File: config.mk
export PLATFORM = sky130hd
export DESIGN_NAME = qtk_ctrl
export DESIGN_NICKNAME = d
export VERILOG_FILES = /design/src/sv/qtk_pkg.sv /design/src/sv/qtk_ctrl.sv
export SDC_FILE = /design/constraint.sdc
export NUM_CORES = 1
export LEC_CHECK = 0
export BUFFER_PORTS_ARGS = -buffer_cell sky130_fd_sc_hd__buf_4
export CORE_AREA = 2 2 39 41
export CTS_CLUSTER_DIAMETER = 50
export DETAILED_ROUTE_END_ITERATION = 6
export DIE_AREA = 0 0 41 43
export SYNTH_ARGS = -nofsm -noshare
export SYNTH_HDL_FRONTEND = slang
export SYNTH_SLANG_ARGS = --single-unit
File: constraint.sdc
create_clock -name clk -period 3 [get_ports clk]
set_input_delay 0.9 -clock clk [delete_from_list [all_inputs] [get_ports clk]]
set_output_delay 0.9 -clock clk [all_outputs]
set_load 0.05 [all_outputs]
File: src/sv/qtk_pkg.sv
package qtk_pkg;
  localparam int TOP_COUNT = 10;
  localparam int QUEUE_COUNT = 256;
  localparam int QIDX_W = (QUEUE_COUNT > 1) ? $clog2(QUEUE_COUNT) : 1;
  localparam int SLOT_W = $clog2(TOP_COUNT + 1);
  localparam int DIV_STEPS = 67;
  localparam logic [31:0] RATE_MAX = 32'hFFFF_FFFF;

  typedef enum logic [2:0] {
    ST_CLEAR, ST_IDLE, ST_READ, ST_DIV, ST_INSERT, ST_EMIT
  } state_t;

  typedef struct packed {
    logic clr_step;
    logic capture;
    logic div_start;
    logic div_step;
    logic insert;
    logic emit_load;
    logic emit_adv;
    logic list_clear;
  } cmd_t;

  typedef struct packed {
    logic clr_done;
    logic div_done;
    logic emit_last;
    logic item_last;
  } stat_t;
endpackage

File: src/sv/qtk_ctrl.sv
module qtk_ctrl (
  input  logic           clk,
  input  logic           rst_n,
  input  logic           in_valid,
  output logic           in_ready,
  output logic           out_valid,
  input  logic           out_ready,
  input  qtk_pkg::stat_t stat,
  output qtk_pkg::cmd_t  cmd
);
  qtk_pkg::state_t state_r, state_nxt;

  always_ff @(posedge clk) begin
    if (!rst_n) begin
      state_r <= qtk_pkg::ST_CLEAR;
    end else begin
      state_r <= state_nxt;
    end
  end

  always_comb begin
    state_nxt = state_r;
    cmd = '0;
    in_ready = 1'b0;
    out_valid = 1'b0;
    unique case (state_r)
      qtk_pkg::ST_CLEAR: begin
        cmd.clr_step = 1'b1;
        if (stat.clr_done) begin
          state_nxt = qtk_pkg::ST_IDLE;
        end
      end
      qtk_pkg::ST_IDLE: begin
        in_ready = 1'b1;
        if (in_valid) begin
          cmd.capture = 1'b1;
          state_nxt = qtk_pkg::ST_READ;
        end
      end
      qtk_pkg::ST_READ: begin
        cmd.div_start = 1'b1;
        state_nxt = qtk_pkg::ST_DIV;
      end
      qtk_pkg::ST_DIV: begin
        cmd.div_step = 1'b1;
        if (stat.div_done) begin
          state_nxt = qtk_pkg::ST_INSERT;
        end
      end
      qtk_pkg::ST_INSERT: begin
        cmd.insert = 1'b1;
        if (stat.item_last) begin
          cmd.emit_load = 1'b1;
          state_nxt = qtk_pkg::ST_EMIT;
        end else begin
          state_nxt = qtk_pkg::ST_IDLE;
        end
      end
      qtk_pkg::ST_EMIT: begin
        out_valid = 1'b1;
        if (out_ready) begin
          cmd.emit_adv = 1'b1;
          if (stat.emit_last) begin
            cmd.list_clear = 1'b1;
            state_nxt = qtk_pkg::ST_IDLE;
          end
        end
      end
      default: state_nxt = qtk_pkg::ST_IDLE;
    endcase
  end
endmodule

## After elaboration in Yosys (flattened, before gate mapping)

Cells that the tools add are included.

| word-level totals | value |
|---|---|
| register bits | 3 |
| bits in latches | 0 |
| memory bits (writable) | 0 |
| ROM bits | 0 |
| bits of input ports | 8 |
| output and inout port bits | 10 |
| logic and storage cells | 32 |
| memories kept | 0 |

| cells by class | value |
|---|---|
| add/subtract/negate cells | 0 |
| $mul | 0 |
| divide/modulo/power cells | 0 |
| order comparisons | 0 |
| equality and inequality tests | 10 |
| shift operators | 0 |
| multiplexer cells | 19 |
| bitwise gates (word level) | 0 |
| reduce and logical (&&, ||, !) cells | 2 |

Operators with widths:

| kind | number |
|---|---|
| two-way mux 3 bit | 6 |
| case mux 3 bit (6 select lines) | 1 |
| != test 2 bit (second input constant) | 5 |
| two-way mux 1 bit | 9 |
| equality test 3 x 2 -> 1 bit (second input constant) | 2 |
| equality test 3 bit (second input constant) | 2 |
| two-way mux 2 bit | 3 |
| AND reduction 5 bit | 1 |
| equality test 3 x 1 -> 1 bit (second input constant) | 1 |
| logical NOT 3 bit | 1 |

## Depth between registers and ports, before layout

| logic depth | value |
|---|---|
| word-level depth | 3 |
| gate-level depth with buffers | 5 |
| mapped depth without buffers | 4 |

## Worst setup path after synthesis

No wires, ideal clock.

| timing | value |
|---|---|
| path type | flip-flop to output port |
| from | reg state_r[1] |
| to | out cmd[5] (netlist bit) |
| arrival | 1.655 ns |
| data required time | 2.100 ns |
| path slack | 0.445 ns |
| stages on the path, launching flop included | 3 |
| path buffers | 1 |
| path through | dfxtp_1 > buf_2 > nor3b_1 |

RTL lines:

| element | line | RTL |
|---|---|---|
| from (decl) | qtk_ctrl.sv:11 | `qtk_pkg::state_t state_r, state_nxt;` |
| from (signal assigned) | qtk_ctrl.sv:15 | `state_r <= qtk_pkg::ST_CLEAR;` |
| from (signal assigned) | qtk_ctrl.sv:17 | `state_r <= state_nxt;` |
| to (decl) | qtk_ctrl.sv:9 | `output qtk_pkg::cmd_t cmd` |

==> impl_metrics.ini <==
[clock_network]
cts_tree = done
path_clk_slew_ns = 0.04
cts-buffers-inserted = 3
max-clock-path-buffers = 2
clock_sinks = 3
clk_latency_ns = 0.23
cts_resized = 0
ctsRootBufferMaster = clkbuf_4
ctsHoldBuffers = 0
htree_num_levels = 1
post-cts-setup-buffers = 0

[flow_run]
maxCapViolations = 0

[synth]
synth_seq_cells = 3
synth_ff_type = dfxtp_1
syn_nets = 39
seq_area_frac_synth_pct = 22.97
synth_cell_types = 24
synthArstFlopShare_pct = 0
synth_largest_area_cell = dfxtp_1
ys_warn_count = 0
synth_cells = 31
synth_edf_count = 0
yosysTopAreaCellShare_pct = 22.97
syn_area_sq_um = 261.5
synth.most_common_cell = and3_1
synthTopCellsByCount = and3_1, dfxtp_1, nand2_1, nor3_1
synth.avg_cell_area_sq_um = 8.436
synth.area.top_cells = dfxtp_1, and3_1, nor2b_4

[critical_path]
cp-start-kind = flop
regToRegSetupSlack_ns = 1.74
crit_type = reg2out
timing.critical_path.buf_inv = 1
cp.required_ns = 2.10
cp_max_fo = 9
worstSetupEndpointType = primary output
reg2regPathDepth = 4
cp_top_family = simple AND/OR/NAND/NOR gates
r2r_start = state_r[1]$_SDFFE_PN0P_
cp_slowest_cell = dfxtp_1
reg2reg_to = state_r[2]$_SDFFE_PN0P_
crit_chain = nor2b_4 -> and2_2 -> and3_1 -> buf_4
cp-startpoint = state_r[0]$_SDFFE_PN0P_
max_stage_delay_ns = 0.47
worstPathArrival_ns = 1.46

[drt]
routedWlPerCell_um = 9.909
via_count = 292
viasPerCell = 4.424
drtPass1Iterations = 2
initialDrtViolationCount = 2
antenna_left = 0
drt_wl_total_um = 654
drc_errors = 0

[sta]
fmax_ghz = 0.4241
finalCritPeriodShare_pct = 78.60
clock_skew_ns = 0.005678
worst_pin_slew_ns = 0.3590
setup_viol = 0
hold_violations = 0
period_needed_ns = 2.358
relSlewSlack_pct = 76.04
rsz0062_at_grt = false
maxSlewViolCount = 0
fin_tns_setup_ns = 0

[placed_design]
placed_area_sq_um = 396.6
numPortBuffers = 17
place.gp.congestion = 0.6698

[final_layout]
largest_reg_flops = 3
synthToLayoutAreaGrowth_pct = 61.72
num_antenna_cells = 0
largest_register = state_r
nets = 59
largest_registers = state_r x3
drive_gt1_share_pct = 56.00
finalInstanceArea_sq_um = 422.9

[status]
outcome = finished, final reports clean

[global_routing]
grtUsageMet1_pct = 10.26
antenna_found_initial = 0
grt_util_met2_pct = 9.063
gr-total-overflow = 0
grt_max_degree = 10
grt_pass1_vias = 227
grt-busiest-layer = met1
grt_pass1_wl_um = 883
gr-usage-all-layers_pct = 7.623
met3_usage_pct = 3.141

[pwr]
p_per_area_nw_per_um2 = 488.6
ir_drop_mv = 0.1288
p_leak_uw = 0.0002149

[die]
core_sq_um = 1384
io_pins = 18
die_width_um = 41
num_rows = 14
die_area_sq_um = 1763
die_y_um = 43
initial_core_util_pct = 18.90

[hold_path]
min_path_cells = 1
min_path_type = reg2reg
min_from = state_r[2]$_SDFFE_PN0P_
min_to = state_r[0]$_SDFFE_PN0P_
final cells by class:
type | instances | area (sq um)
inverters | 1 | 3.754
well taps | 16 | 20.02
flip-flops and latches | 3 | 60.06
clock buffers | 4 | 26.28
multi-input cells | 25 | 185.2
repair buffers | 17 | 127.6
fillers | 148 | 960.9
power by group:
| group | internal, uW | switching (uW) | total, uW | leakage, uW |
|---|---|---|---|---|
| Combinational | 34.0 | 48.7 | 82.7 | 0.000175 |
| Sequential | 43.8 | 8.91 | 52.8 | 0.0000247 |
| Clock | 49.9 | 21.3 | 71.2 | 0.0000150 |
cells in the final DEF, fill, tap and decap left out:
cell      instances
a21oi_1           1
a22o_1            1
and2_1            1
and2_2            1
and2_4            1
and3_1            4
and3_2            1
and3_4            1
buf_4            17
clkbuf_1          1
clkbuf_4          3
dfxtp_1           3
inv_2             1
mux2_1            1
nand2_1           2
nand2b_1          1
nand3_1           1
nor2_1            1
nor2b_4           1
nor3_1            2
nor3_2            1
nor3b_1           1
o21a_1            1
o311a_1           1
o31ai_2           1
cell families after synthesis:
family                 Yosys count  synth area share [%]
AND/OR/NAND/NOR                 19                 49.76
buffers and inverters            3                 6.218
multiplexers                     1                 4.306
flip-flops                       3                 22.97
AO/OA/AOI/OAI                    5                 16.75
metrics by stage:
stage | std cells | setup WS, ns | util (%) | power [uW] | hold slack, ns
floorplan | 31 | 0.4452 | - | 112.6 | 0.5629
finish | 66 | 0.6419 | 30.56 | 206.6 | 0.6275
CTS | 66 | 0.6253 | 30.56 | 210.9 | 0.6309
global route | 66 | 0.5490 | 30.56 | 218.4 | 0.6453
global placement | 62 | 0.7253 | 28.66 | 136.1 | 0.6151
detailed placement | 62 | 0.7234 | 28.66 | 136.5 | 0.6322
worst max path at each step:
stage,to,slack [ns],depth (start not counted)
4_1_cts,cmd[0],0.63,4
5_1_grt,cmd[0],0.55,4
6_report,cmd[0],0.64,4
3_5_place_dp,cmd[1],0.72,3
2_1_floorplan,cmd[5],0.45,2
3_3_place_gp,cmd[1],0.73,3
metal layers:
metal | vias to the layer above | share of wire, %
met3 | 0 | 7.0
li1 | 149 | -
met4 | 0 | 0
met5 | - | 0
met2 | 15 | 43
met1 | 128 | 50
Note: power is estimated with default switching activity, not from simulation.
